### config.mk
export PLATFORM = sky130hd
export DESIGN_NAME = ttf_ctrl
export DESIGN_NICKNAME = d
export VERILOG_FILES = /design/src/rtl/ttf_pkg.sv /design/src/rtl/ttf_ctrl.sv
export SDC_FILE = /design/constraint.sdc
export NUM_CORES = 1
export LEC_CHECK = 0
export BUFFER_PORTS_ARGS = -buffer_cell sky130_fd_sc_hd__buf_2
export CAP_MARGIN = 10
export CORE_MARGIN = 2
export CORE_UTILIZATION = 50
export DETAILED_ROUTE_END_ITERATION = 16
export PLACE_DENSITY_LB_ADDON = 0.12
export SLEW_MARGIN = 10
export SYNTH_ARGS = -nofsm -noshare
export SYNTH_HDL_FRONTEND = slang
export SYNTH_SLANG_ARGS = --single-unit
### constraint.sdc
create_clock -name clk -period 2.53 [get_ports clk]
set_clock_uncertainty 0.15 [all_clocks]
set_input_delay 0.3795 -clock clk [delete_from_list [all_inputs] [get_ports clk]]
set_output_delay 0.3795 -clock clk [all_outputs]
set_load 0.005 [all_outputs]
### src/rtl/ttf_pkg.sv
package ttf_pkg;

  // Coordinate and intermediate widths.
  localparam int CW = 32;          // input coordinate, Q16.16
  localparam int DW = CW + 1;      // edge and UV deltas
  localparam int PW = 2 * DW;      // one product of two deltas
  localparam int VW = PW + 2;      // raw tangent, binormal and normal components
  localparam int OW = 16;          // output component
  localparam int OUT_FRAC = 14;    // fraction bits of an output component
  localparam int NORM_BITS = 30;   // significant bits after the common shift
  localparam int SQW = 2 * NORM_BITS;   // square of one component
  localparam int SW = SQW + 2;          // sum of three squares
  localparam int RTW = NORM_BITS + 1;   // integer square root of the sum
  localparam int QW = OUT_FRAC + 1;     // quotient bits
  localparam int NUMW = NORM_BITS + OUT_FRAC + 1;  // dividend
  localparam int NFIELD = 9;

  // Cross-product terms, in issue order.
  localparam int TERM_W = 4;
  localparam logic [TERM_W-1:0] TERM_DET = 4'd0;
  localparam logic [TERM_W-1:0] TERM_TX  = 4'd1;
  localparam logic [TERM_W-1:0] TERM_TY  = 4'd2;
  localparam logic [TERM_W-1:0] TERM_TZ  = 4'd3;
  localparam logic [TERM_W-1:0] TERM_BX  = 4'd4;
  localparam logic [TERM_W-1:0] TERM_BY  = 4'd5;
  localparam logic [TERM_W-1:0] TERM_BZ  = 4'd6;
  localparam logic [TERM_W-1:0] TERM_NX  = 4'd7;
  localparam logic [TERM_W-1:0] TERM_NY  = 4'd8;
  localparam logic [TERM_W-1:0] TERM_NZ  = 4'd9;

  typedef enum logic [3:0] {
    OP_IDLE,
    OP_CAP0,
    OP_CAP1,
    OP_CAP2,
    OP_MUL1,
    OP_MUL2,
    OP_SUB,
    OP_STORE,
    OP_NSTART,
    OP_NSAVE,
    OP_LOAD
  } op_t;

  typedef enum logic [1:0] {
    VSEL_T,
    VSEL_B,
    VSEL_N
  } vsel_t;

  typedef struct packed {
    op_t               op;
    logic [TERM_W-1:0] term;
    vsel_t             sel;
    logic              degen;
  } cmd_t;

  typedef struct packed {
    logic det_zero;
    logic norm_done;
    logic norm_zero;
    logic out_busy;
  } status_t;

endpackage

### src/rtl/ttf_ctrl.sv
module ttf_ctrl (
  input  logic             clk,
  input  logic             rst,
  input  logic             in_valid,
  output logic             in_ready,
  input  ttf_pkg::status_t status,
  output ttf_pkg::cmd_t    cmd
);

  typedef enum logic [2:0] {
    S_IDLE,
    S_TERM,
    S_NSTART,
    S_NWAIT,
    S_FINISH
  } state_t;

  localparam logic [1:0] PH_V0 = 2'd0;
  localparam logic [1:0] PH_V1 = 2'd1;
  localparam logic [1:0] PH_V2 = 2'd2;

  state_t                     state;
  logic [1:0]                 phase;
  logic [ttf_pkg::TERM_W-1:0] term;
  logic [1:0]                 step;
  ttf_pkg::vsel_t             vsel;
  logic                       degen;

  assign in_ready = (state == S_IDLE);

  // Command decode from the current state.
  always_comb begin
    cmd.op    = ttf_pkg::OP_IDLE;
    cmd.term  = term;
    cmd.sel   = vsel;
    cmd.degen = degen;
    case (state)
      S_IDLE: begin
        if (in_valid) begin
          case (phase)
            PH_V1:   cmd.op = ttf_pkg::OP_CAP1;
            PH_V2:   cmd.op = ttf_pkg::OP_CAP2;
            default: cmd.op = ttf_pkg::OP_CAP0;
          endcase
        end
      end
      S_TERM: begin
        case (step)
          2'd0:    cmd.op = ttf_pkg::OP_MUL1;
          2'd1:    cmd.op = ttf_pkg::OP_MUL2;
          2'd2:    cmd.op = ttf_pkg::OP_SUB;
          default: cmd.op = ttf_pkg::OP_STORE;
        endcase
      end
      S_NSTART: cmd.op = ttf_pkg::OP_NSTART;
      S_NWAIT: begin
        if (status.norm_done && !status.norm_zero) cmd.op = ttf_pkg::OP_NSAVE;
      end
      S_FINISH: begin
        if (!status.out_busy) cmd.op = ttf_pkg::OP_LOAD;
      end
      default: cmd.op = ttf_pkg::OP_IDLE;
    endcase
  end

  // Sequencer state.
  always_ff @(posedge clk) begin
    if (rst) begin
      state <= S_IDLE;
      phase <= PH_V0;
      term  <= ttf_pkg::TERM_DET;
      step  <= '0;
      vsel  <= ttf_pkg::VSEL_T;
      degen <= 1'b0;
    end else begin
      case (state)
        S_IDLE: begin
          if (in_valid) begin
            case (phase)
              PH_V1: phase <= PH_V2;
              PH_V2: begin
                phase <= PH_V0;
                term  <= ttf_pkg::TERM_DET;
                step  <= '0;
                degen <= 1'b0;
                state <= S_TERM;
              end
              default: phase <= PH_V1;
            endcase
          end
        end
        S_TERM: begin
          step <= step + 2'd1;
          // The determinant is stored by now; a zero one ends the triangle.
          if (term == ttf_pkg::TERM_TX && step == 2'd0 && status.det_zero) begin
            degen <= 1'b1;
            state <= S_FINISH;
          end else if (step == 2'd3) begin
            if (term == ttf_pkg::TERM_BZ) begin
              vsel  <= ttf_pkg::VSEL_T;
              state <= S_NSTART;
            end else if (term == ttf_pkg::TERM_NZ) begin
              vsel  <= ttf_pkg::VSEL_N;
              state <= S_NSTART;
            end else begin
              term <= term + 1'b1;
            end
          end
        end
        S_NSTART: state <= S_NWAIT;
        S_NWAIT: begin
          if (status.norm_done) begin
            if (status.norm_zero) begin
              degen <= 1'b1;
              state <= S_FINISH;
            end else begin
              case (vsel)
                ttf_pkg::VSEL_T: begin
                  vsel  <= ttf_pkg::VSEL_B;
                  state <= S_NSTART;
                end
                ttf_pkg::VSEL_B: begin
                  term  <= ttf_pkg::TERM_NX;
                  step  <= '0;
                  state <= S_TERM;
                end
                default: state <= S_FINISH;
              endcase
            end
          end
        end
        S_FINISH: begin
          if (!status.out_busy) state <= S_IDLE;
        end
        default: state <= S_IDLE;
      endcase
    end
  end

endmodule

After elaboration in Yosys (flattened, before gate mapping)
Index checks and enable logic that the tools add are counted.
{ "totals": {"in_bits": 7, "wordCells": 100, "register_bits": 14, "output_inout_bits": 12} }
{ "op_classes": {"mux": 48, "n_reduce_logical": 15, "eq_ne": 29, "addsub": 2} }
{ "op_table": {"columns": ["cell", "n"], "rows": [
  ["4-bit 2-to-1 mux", 11],
  ["3-bit 2-to-1 mux", 9],
  ["2-bit 2-to-1 mux", 13],
  ["2-bit inequality test (second input constant)", 12],
  ["4-bit case mux with 5 select lines", 1],
  ["6-bit AND reduction", 3],
  ["3-bit case mux with 5 select lines", 1],
  ["2-bit case mux with 2 select lines", 3],
  ["2-bit case mux with 3 select lines", 2],
  ["4-bit case mux with 3 select lines", 1],
  ["10-bit AND reduction", 1],
  ["7-bit AND reduction", 1],
  ["2-bit by 1-bit equality test with 1-bit output (second input constant)", 3],
  ["2-bit equality test (second input constant)", 3],
  ["3-bit by 2-bit equality test with 1-bit output (second input constant)", 2],
  ["3-bit inequality test (second input constant)", 2],
  ["3-bit case mux with 2 select lines", 1],
  ["1-bit 2-to-1 mux", 5],
  ["4-bit by 1-bit adder with 4-bit output (second input constant)", 1],
  ["4-bit by 1-bit equality test with 1-bit output (second input constant)", 1],
  ["4-bit by 3-bit equality test with 1-bit output (second input constant)", 1],
  ["4-bit equality test (second input constant)", 1],
  ["2-bit logical NOT", 2],
  ["4-bit inequality test (second input constant)", 1],
  ["other kinds (11)", 13]
]} }

Depth between registers and ports, before layout
Gate-level depths: netlist of run 1.
{ "depth": {"depth_word": 6, "depth_mapped": 7, "ltp_nobuf": 7} }

Worst setup path before layout of run 1
No wires, ideal clock.
{ "synth_timing": {"path_type": "register to register", "startpoint": "register term[0] in the netlist's numbering", "endpoint": "register state[2]", "setup_slack_ps": 796, "path_stages_with_launch": 7, "period_less_slack_ps": 1734, "arrival_ps": 1491, "setup_ps": 92, "n_path_buf": 0, "required_ps": 2288, "path_cell_list": "dfxtp_1 -> ha_1 -> nand3b_1 -> a21boi_4 -> o221ai_2 -> or3_1 -> o32ai_1"} }
{ "synth_via": {"elab_chain_len": 5, "elab_cells_between_ends": 12, "cone_classes": "eq/ne: 5; mux: 4; reduce/logical: 3"} }
{ "synth_rtl": {"columns": ["item", "line_no", "text"], "rows": [
  ["start: declaration", "ttf_ctrl.sv:24", "logic [ttf_pkg::TERM_W-1:0] term;"],
  ["start signal: assignment", "ttf_ctrl.sv:71", "term <= ttf_pkg::TERM_DET;"],
  ["start signal: assignment", "ttf_ctrl.sv:83", "term <= ttf_pkg::TERM_DET;"],
  ["start signal: assignment", "ttf_ctrl.sv:106", "term <= term + 1'b1;"],
  ["4-bit by 3-bit equality test with 1-bit output / 4-bit by 1-bit equality test with 1-bit output (equally long branches)", "ttf_ctrl.sv:99, ttf_ctrl.sv:95", null],
  ["3-bit 2-to-1 mux / 1-bit logical AND (equally long branches)", "ttf_ctrl.sv:99, ttf_ctrl.sv:95", null],
  ["3-bit 2-to-1 mux / 1-bit logical AND (equally long branches)", "ttf_ctrl.sv:98, ttf_ctrl.sv:95", null],
  ["3-bit 2-to-1 mux (tied with other cells)", "ttf_ctrl.sv:95", "if (term == ttf_pkg::TERM_TX && step == 2'd0 && status.det_zero) begin"],
  ["3-bit case mux with 5 select lines / 6-bit AND reduction (equally long branches)", null, null],
  ["end signal: assignment", "ttf_ctrl.sv:97", "state <= S_FINISH;"],
  ["end signal: assignment", "ttf_ctrl.sv:101", "state <= S_NSTART;"],
  ["end signal: assignment", "ttf_ctrl.sv:104", "state <= S_NSTART;"],
  ["end: declaration", "ttf_ctrl.sv:22", "state_t state;"]
]} }
Several ways; a longest one is shown, not always the timed one. The select of a mux whose other input is x is not followed.
A chain may end at the register's enable or synchronous reset.

==> qor.csv, run 1 <==
stage;metric;value;unit
global_routing;grt_pass1_wl;4.27;mm
outcome;status;completed;
synth;yosys_register_bits;14;
synth;synth_cell_types;48;
timing;min_period_over_period;92.0;%
detailed_routing;first_iter_violations;35;
min_path;hold_class;in2reg;
global_routing;grt_max_degree;15;
timing;tightestPinTransition;0.485;ns
clock_network;cts_tree;yes;
critical_path;criticalPathCategory;reg2out;
critical_path;r2r_slack;0.51;ns
timing;period_minus_slack;2.33;ns
pwr;total_leakage_power;0.449;nW
synth;async_flop_share;0;%
global_routing;antenna_found_initial;0;
critical_path;end_kind;primary output;
place;place_congestion;0.876;
global_routing;gr-total-overflow;0;
clock_network;cts_setup_buffers;0;
synth;synth-edff-count;0;
global_routing;grt_pass1_vias;931;
die;die_area;2570;um2
detailed_routing;antenna_left;0;
flow_run;maxCapViolCount;0;
die;die_h;50.7;um
synth;synth-simple-area-share;23.8;%
synth;synth_warnings;0;
timing;hold_viol_final;0;
critical_path;setup.worst_path.start;state[1]$_SDFFE_PP0P_;
clock_network;clk_pin_slew;0.09;ns
die;io_pins;19;
synth;synthTopCellsByCount;a21oi_1 (17), dfxtp_1 (14), nor2_1 (13), nand2_1 (11);
synth;synth_mux_area_share;2.76;%
timing;setup_viol;0;
pwr;ir_drop;0.519;mV
clock_network;clk_latency;0.29;ns
clock_network;cts_resized;0;
clock_network;cts.path.max_buffers;2;
synth;ys_top_cells_by_area;dfxtp_1 (26%), ha_1 (10%), a21oi_1 (7.8%);
critical_path;cp.arrival;1.80;ns
die;die_w;50.7;um
layout;antenna_cells;0;
synth;synth_compound_area_share;29.9;%
layout;layout.nets;167;
synth;syn_avg_cell_area;8.19;um2
synth;synthXorXnorAreaFrac;0;%
die;core_area;2000;um2
place;port_buffers;18;
global_routing;grtUsageTotal;21.6;%
clock_network;cts_buffers;3;
timing;slew_viol_final;0;
detailed_routing;vias_per_cell;5.64;
timing;holdWs;0.219;ns
timing;rsz0062_at_grt;false;
timing;slew_headroom;67.6;%
synth;synth_fa_ha_area_share;10.3;%
critical_path;worst_ep_required_time;2.00;ns
place;placed_cells;173;
synth;synth_top_cell_by_area;dfxtp_1;
critical_path;worstSetupStartpointType;flop;
clock_network;cts_max_level;1;
synth;yosysTopAreaCellShare;25.7;%
synth;synth_cells;133;
timing;setup_tns;0;ns
synth;syn_area;1090;um2
clock_network;clock-sinks;14;
synth;syn-num-nets;149;
detailed_routing;avgRoutedWirePerCell;14.1;um
synth;synth_top_family_by_area;compound AO/OA/AOI/OAI gates;
layout;final_layout_size_suffix_gt1_share;24.0;%
critical_path;crit_end;cmd[7];
place;place_area;1170;um2
place;place_hpwl;1.90;mm
place;place_ws;0.542;ns
die;rows;16;
detailed_routing;wl;2.49;mm
layout;area_growth;11.0;%
detailed_routing;drc_errors;0;
detailed_routing;drt_first_pass_iters;4;
synth;synth_most_common_cell;a21oi_1;
layout;fin_cells;177;
pwr;powerDensity;752;nW/um2
critical_path;reg2reg_depth;5;
layout;final_area;1210;um2
critical_path;r2r-start;state[0]$_SDFFE_PP0P_;
synth;ys_seq_area_share;25.7;%
clock_network;holdBufCountCts;0;
timing;setup_ws;0.203;ns
timing;fmax;430;MHz
die;initial_core_util;54.4;%
critical_path;r2r_end;term[2]$_SDFFE_PP0P_;
detailed_routing;dr_total_vias;998;
critical_path;crit_fanout;14;
synth;synth_ff_type;dfxtp_1;
clock_network;clock-root-buffer;clkbuf_4;
[where the power goes]
| part | total [W] | internal (W) | switching [W] | leakage [nW] |
|---|---|---|---|---|
| Sequential | 0.000305 | 0.000253 | 0.0000521 | 0.113 |
| Clock | 0.000169 | 0.0000878 | 0.0000815 | 0.0210 |
| Combinational | 0.000436 | 0.000190 | 0.000246 | 0.314 |
[layer usage]
| metal | vias up | part of all wire (%) | track usage (%) |
|---|---|---|---|
| met5 | - | 0 | 0 |
| li1 | 515 | - | - |
| met2 | 23 | 45 | 34.0 |
| met1 | 455 | 49 | 30.3 |
| met3 | 5 | 4.1 | 3.27 |
| met4 | 0 | 1.6 | 6.76 |
[kinds of logic after synthesis]
kind of cell               count (synthesis)
muxes                                      3
adders and majority gates                  9
buffers and inverters                     15
DFF                                       14
and+or+nand+nor                           48
AOI/OAI and AO/OA                         44
[state kept, by name, summed over array words and instances, names as in the netlist]
register,count
term,4
state,3
phase,2
step,2
vsel,2
degen,1
[cell type report]
class                      count  area (um2)
fill                         185         792
multi-input combinational    104         727
sequential                    14         280
timing repair buffer          18        90.1
inverter                      10        42.5
clock buffer                   4        36.3
tap                           27        33.8
[how the worst min path moves through the flow]
stage	startpoint	end	slack, ns	cells after the start
6_report	status[0]	state[2]$_SDFFE_PP0P_	0.22	3
5_1_grt	status[2]	state[1]$_SDFFE_PP0P_	0.24	2
4_1_cts	status[0]	state[2]$_SDFFE_PP0P_	0.22	3
3_5_place_dp	phase[0]$_SDFFE_PP0P_	phase[0]$_SDFFE_PP0P_	0.33	2
3_3_place_gp	degen$_SDFFE_PP0P_	degen$_SDFFE_PP0P_	0.30	1
2_1_floorplan	degen$_SDFFE_PP0P_	degen$_SDFFE_PP0P_	0.29	1
[stage by stage]
stage          total power [W]  util (%)
3_5_place_dp          0.000741      58.6
3_3_place_gp          0.000735      58.6
6_report              0.000910      60.4
2_1_floorplan         0.000646         -
5_1_grt               0.000989      60.4
4_1_cts               0.000908      60.4
[cell usage in the layout (no fill, tap or decap), types with 2 or more instances in the layout]
master / count
nand2_1: 11
o21ai_1: 2
buf_2: 18
or3_1: 2
nor2_1: 13
ha_1: 9
clkbuf_4: 3
nand2_2: 2
mux2i_1: 3
nand2b_1: 3
inv_1: 9
o21ai_0: 5
nand3_1: 4
o21a_1: 2
a21oi_1: 17
dfxtp_1: 14
o32ai_1: 3
[critical path, cell delays in order (launching register included)]
cell,delay (ns)
dfxtp_1,0.47
or2_2,0.36
nor2_1,0.20
nand2_1,0.14
o221ai_1,0.19
buf_2,0.14
No activity file was read; power rests on OpenSTA's default activity.
==> inputs of run 2 (changes only) <==
- GPL_ROUTABILITY_DRIVEN: not set -> 0
- RECOVER_POWER: not set -> 100
- clock period: 2.53 -> 2.4 ns (I/O delays scaled with it)
==> qor.csv, run 2 (synthesized netlist as in run 1, its figures left out) <==
stage;metric;value;unit;change
layout;final_layout_size_suffix_gt1_share;19.2;%;-4.8 points
layout;regArea;280;um2;unchanged
critical_path;crit_fanout;14;;unchanged
pwr;p_sw_share;41.6;%;-0.056 points
global_routing;use_met2;34.0;%;unchanged
critical_path;worst_ep_required_time;1.89;ns;-0.11 ns
timing;slew_headroom;70.7;%;+3.0 points
global_routing;top_usage_layer;met2;;
die;initial_core_util;54.4;%;unchanged
pwr;combPwrFrac;50.4;%;+2.5 points
detailed_routing;drt_first_pass_iters;4;;unchanged
global_routing;grt_pass1_wl;4.37;mm;+2.2%
timing;slew_viol_final;0;;unchanged
die;die_w;50.7;um;unchanged
clock_network;clock-root-buffer;clkbuf_4;;
clock_network;cts.path.max_buffers;2;;unchanged
clock_network;cts_setup_buffers;0;;unchanged
layout;layout.nets;168;;+0.60%
timing;period_minus_slack;2.23;ns;
global_routing;grtUsageMet3;2.98;%;-0.30 points
clock_network;cts_max_level;1;;unchanged
critical_path;worstSetupStartpointType;flop;;
place;place_area;1180;um2;+0.64%
layout;most-common-layout-cells;a21oi_1 (18), dfxtp_1 (14), buf_2 (14), nand2_1 (13), nor2_1 (12);;
pwr;total_leakage_power;0.434;nW;-3.3%
global_routing;met1_usage;30.7;%;+0.42 points
clock_network;clk_pin_slew;0.08;ns;about the same
clock_network;holdBufCountCts;0;;unchanged
global_routing;grt_max_degree;15;;unchanged
min_path;hold_class;in2reg;;
detailed_routing;dr_total_vias;1072;;+7.4%
timing;min_period_over_period;92.7;%;
detailed_routing;wl;2.57;mm;+3.2%
pwr;powerDensity;806;nW/um2;+7.1%
die;core_area;2000;um2;unchanged
pwr;internal_power;0.000559;W;+5.2%
detailed_routing;avgRoutedWirePerCell;14.4;um;+2.6%
die;die_h;50.7;um;unchanged
timing;fmax;449;MHz;
clock_network;clk_latency;0.29;ns;about the same
layout;num-fill-cells;205;;+11%
global_routing;antenna_found_initial;0;;unchanged
layout;antenna_cells;0;;unchanged
clock_network;cts_resized;0;;unchanged
global_routing;grtUsageTotal;21.9;%;+0.26 points
place;place_hpwl;1.90;mm;+0.41%
global_routing;grt_pass1_vias;976;;+4.8%
critical_path;slowest_stage;dfxtp_1;;
pwr;seqPwrFrac;31.4;%;-2.1 points
layout;reg_top3;term: 4 flops, state: 3 flops;;
layout;largest_reg_flops;4;;unchanged
die;io_pins;19;;unchanged
timing;tightestPinTransition;0.440;ns;-0.0451 ns
critical_path;criticalPathCategory;reg2out;;
clock_network;cts_tree;yes;;
critical_path;end_kind;primary output;;
outcome;status;completed;;
flow_run;maxCapViolCount;0;;unchanged
timing;setup_tns;0;ns;unchanged
global_routing;gr-total-overflow;0;;unchanged
die;die_area;2570;um2;unchanged
detailed_routing;drc_errors;0;;unchanged
clock_network;clock-sinks;14;;unchanged
layout;final_area;1190;um2;-1.9%
critical_path;path_cells;or2_2 > nor2_2 > nand2_1 > o221ai_1 > buf_2;;
die;rows;16;;unchanged
critical_path;cp.arrival;1.72;ns;-0.08 ns
pwr;p_sw;0.000398;W;+5.0%
timing;hold_viol_final;0;;unchanged
layout;multi_input_area;702;um2;-3.4%
layout;final_common_cell;a21oi_1;;
timing;setup_viol;0;;unchanged
detailed_routing;first_iter_violations;42;;+20%
clock_network;cts_buffers;3;;unchanged
layout;area_growth;8.96;%;
timing;rsz0062_at_grt;false;;
detailed_routing;antenna_left;0;;unchanged
detailed_routing;vias_per_cell;6.02;;+6.8%
critical_path;cpPeakStageDelay;0.45;ns;-0.02 ns
pwr;ir_drop;0.483;mV;-7.0%
pwr;clkPwrFrac;18.2;%;-0.4 points
place;port_buffers;18;;unchanged
layout;regMostFlops;term;;
## run 2: cell types whose count changed in the layout (fill, tap and decap cells not counted), moves of 2 or more
cell and delta:
nand2_2 -2, nand2_1 +2, clkbuf_1 +4, buf_2 -4
## run 2: layout make-up
cell class | count | area share [%]
multi-input cells | 104 | 59.1
flip-flops and latches | 14 | 23.6
repair buffers | 19 | 7.80
inverters | 10 | 3.58
clock buffers | 4 | 3.06
well taps | 27 | 2.85
## run 2: power groups by stage
stage / Sequential [W] / Clock, W / Combinational, W
final: 0.000300 / 0.000174 / 0.000482
after global routing: 0.000306 / 0.000191 / 0.000538
after CTS: 0.000303 / 0.000180 / 0.000496
after detailed placement: 0.000308 / 0 / 0.000492
after global placement: 0.000306 / 0 / 0.000485
after floorplan: 0.000298 / 0 / 0.000383
## run 2: path summary, 6_finish.rpt
| path | slack (ns) | cells past startpoint | endpoint | start |
|---|---|---|---|---|
| worst max-delay path | 0.17 | 5 | cmd[7] | state[1]$_SDFFE_PP0P_ |
| worst min-delay path | 0.22 | 3 | state[2]$_SDFFE_PP0P_ | status[0] |
| worst max register to register | 0.32 | 6 | state[2]$_SDFFE_PP0P_ | term[0]$_SDFFE_PP0P_ |
| worst min register to register | 0.33 | 2 | phase[1]$_SDFFE_PP0P_ | phase[1]$_SDFFE_PP0P_ |
## run 2: stage by stage
step	util [%]	setup WS (ns)	total power, W	instances	hold slack (ns)
floorplan	-	0.666	0.000681	133	0.292
global placement	59.0	0.495	0.000792	174	0.298
detailed placement	59.0	0.420	0.000800	174	0.314
CTS	60.8	0.0934	0.000978	178	0.209
global route	59.3	0.00958	0.00104	178	0.232
finish	59.3	0.175	0.000957	178	0.218
## run 2: worst max-delay path, delay by kind of cell, from the launching register on
family	cells	cell delay [ns]
AOI/OAI and AO/OA	1	0.19
buffers and inverters	1	0.14
DFF	1	0.45
and+or+nand+nor	3	0.66
## run 2: per-layer routing
layer,vias up,part of all wire (%)
met5,-,0
met4,0,1.9
met1,485,47
met3,7,8.2
li1,519,-
met2,61,43
==> inputs of run 3 (changes only) <==
- CORE_UTILIZATION: 50 -> 49
- CTS_BUF_LIST: not set -> sky130_fd_sc_hd__clkbuf_8 sky130_fd_sc_hd__clkbuf_16
- clock period: 2.4 -> 1.9 ns (I/O delays scaled with it)
==> qor.csv, run 3 (synthesized netlist as in run 1, its figures left out) <==
stage;metric;value;unit;change
global_routing;grt_pass1_wl;4.31;mm;-1.3%
die;core_area;2150;um2;+7.3%
detailed_routing;dr_total_vias;1063;;-0.84%
critical_path;reg2reg_depth;7;;+1
die;io_pins;19;;unchanged
critical_path;worst_ep_required_time;1.46;ns;-0.43 ns
layout;area_growth;24.5;%;
timing;hold_viol_final;0;;unchanged
outcome;status;completed;;
detailed_routing;first_iter_violations;32;;-24%
die;die_w;51.2;um;+0.94%
timing;slew_headroom;80.4;%;+9.7 points
layout;reg_top3;term: 4 flops, state: 3 flops;;
critical_path;cp.arrival;1.39;ns;-0.33 ns
critical_path;crit_fanout;5;;-9
pwr;powerDensity;1050;nW/um2;+30%
timing;tightestPinTransition;0.294;ns;-0.145 ns
pwr;ir_drop;0.618;mV;+28%
die;initial_core_util;50.7;%;-3.7 points
critical_path;end_kind;primary output;;
global_routing;gr-total-overflow;0;;unchanged
place;port_buffers;18;;unchanged
clock_network;cts_buffers;3;;unchanged
layout;num-fill-cells;204;;-0.49%
timing;period_minus_slack;1.83;ns;
die;die_h;51.2;um;+0.94%
global_routing;grt_pass1_vias;966;;-1.0%
layout;final_area;1360;um2;+14%
timing;holdWs;0.174;ns;-0.0440 ns
clock_network;clk_latency;0.24;ns;-0.05 ns
place;place_area;1250;um2;+5.8%
global_routing;grt_max_degree;15;;unchanged
layout;most-common-layout-cells;buf_2 (18), a21oi_1 (16), nor2_1 (12), nand2_1 (10);;
detailed_routing;avgRoutedWirePerCell;14.0;um;-2.7%
detailed_routing;vias_per_cell;5.59;;-7.1%
layout;final_layout_size_suffix_gt1_share;36.4;%;+17 points
detailed_routing;drt_first_pass_iters;4;;unchanged
timing;setup_ws;0.0741;ns;-0.100 ns
place;place_hpwl;2.01;mm;+5.6%
layout;layout.nets;179;;+6.5%
clock_network;clock-root-buffer;clkbuf_8;;
detailed_routing;drc_errors;0;;unchanged
clock_network;clk_pin_slew;0.06;ns;-0.02 ns
layout;multi_input_area;764;um2;+8.9%
layout;fin_util;63.1;%;+3.8 points
global_routing;antenna_found_initial;0;;unchanged
place;place_ws;0.00513;ns;-0.415 ns
die;rows;17;;+1
timing;rsz0062_at_grt;true;;
detailed_routing;antenna_left;0;;unchanged
global_routing;grtUsageTotal;21.5;%;-0.44 points
layout;final_common_cell;buf_2;;
clock_network;cts_tree;yes;;
critical_path;criticalPathCategory;reg2out;;
detailed_routing;wl;2.67;mm;+3.8%
critical_path;worstSetupStartpointType;flop;;
clock_network;cts_max_level;1;;unchanged
layout;antenna_cells;0;;unchanged
clock_network;cts.path.max_buffers;2;;unchanged
timing;fmax;548;MHz;
timing;setup_viol;0;;unchanged
layout;regArea;290;um2;+3.6%
timing;slew_viol_final;0;;unchanged
clock_network;clock-sinks;14;;unchanged
layout;regMostFlops;term;;
flow_run;maxCapViolCount;0;;unchanged
die;die_area;2620;um2;+1.9%
pwr;total_leakage_power;0.508;nW;+17%
timing;min_period_over_period;96.1;%;
min_path;hold_class;in2reg;;
min_path;holdPathStages;2;;-1
layout;largest_reg_flops;4;;unchanged
-- run 3: through the flow --
step / instances / total power [W] / TNS, ns
2_1_floorplan: 133 / 0.000860 / 0
5_1_grt: 190 / 0.00152 / -0.0292
3_5_place_dp: 184 / 0.00107 / 0
3_3_place_gp: 184 / 0.00107 / 0
4_1_cts: 188 / 0.00138 / 0
6_report: 190 / 0.00143 / 0
-- run 3: area by class of cell --
type	count	share of cell area, %
Multi-Input combinational cell	104	56.4
Sequential cell	14	21.4
Inverter	10	3.14
Timing Repair Buffer	30	12.5
Clock buffer	4	4.06
Tap cell	28	2.58
-- run 3: where the power goes --
part / internal, W / switching (W)
logic: 0.000350 / 0.000383
clock network: 0.000184 / 0.000116
registers: 0.000343 / 0.0000505
total: 0.000877 / 0.000549
-- run 3: what timing repair did --
item / 4_1_cts / 5_1_grt
setup buffers: 0 / 2
pin swaps: 0 / 4
hold buffers: 0 / 0
setup endpoints to repair: 3 / 7
gates resized for setup: 4 / 17
hold endpoints to repair: 0 / 0
-- run 3: worst max-delay path, cell delays in order (launching register included) --
cell	delay, ns
dfxtp_1	0.34
nand2b_1	0.18
buf_4	0.16
nor2_1	0.11
a21oi_1	0.05
o22ai_1	0.15
buf_2	0.14
-- run 3: worst paths after layout --
path                                              end             startpoint  slack (ns)
worst max-delay path                           cmd[8]  state[2]$_SDFFE_PP0P_        0.07
worst min-delay path            state[1]$_SDFFE_PP0P_              status[2]        0.17
worst max register to register  state[2]$_SDFFE_PP0P_   term[0]$_SDFFE_PP0P_        0.11
worst min register to register     degen$_SDFFE_PP0P_     degen$_SDFFE_PP0P_        0.31
-- run 3: routing by layer --
layer	part of all wire [%]	GRT usage (%)	wire length, um
met5	0	0	0
met4	0.53	3.15	14
met3	5.4	3.51	144
met2	46	36.8	1230
met1	48	28.7	1280
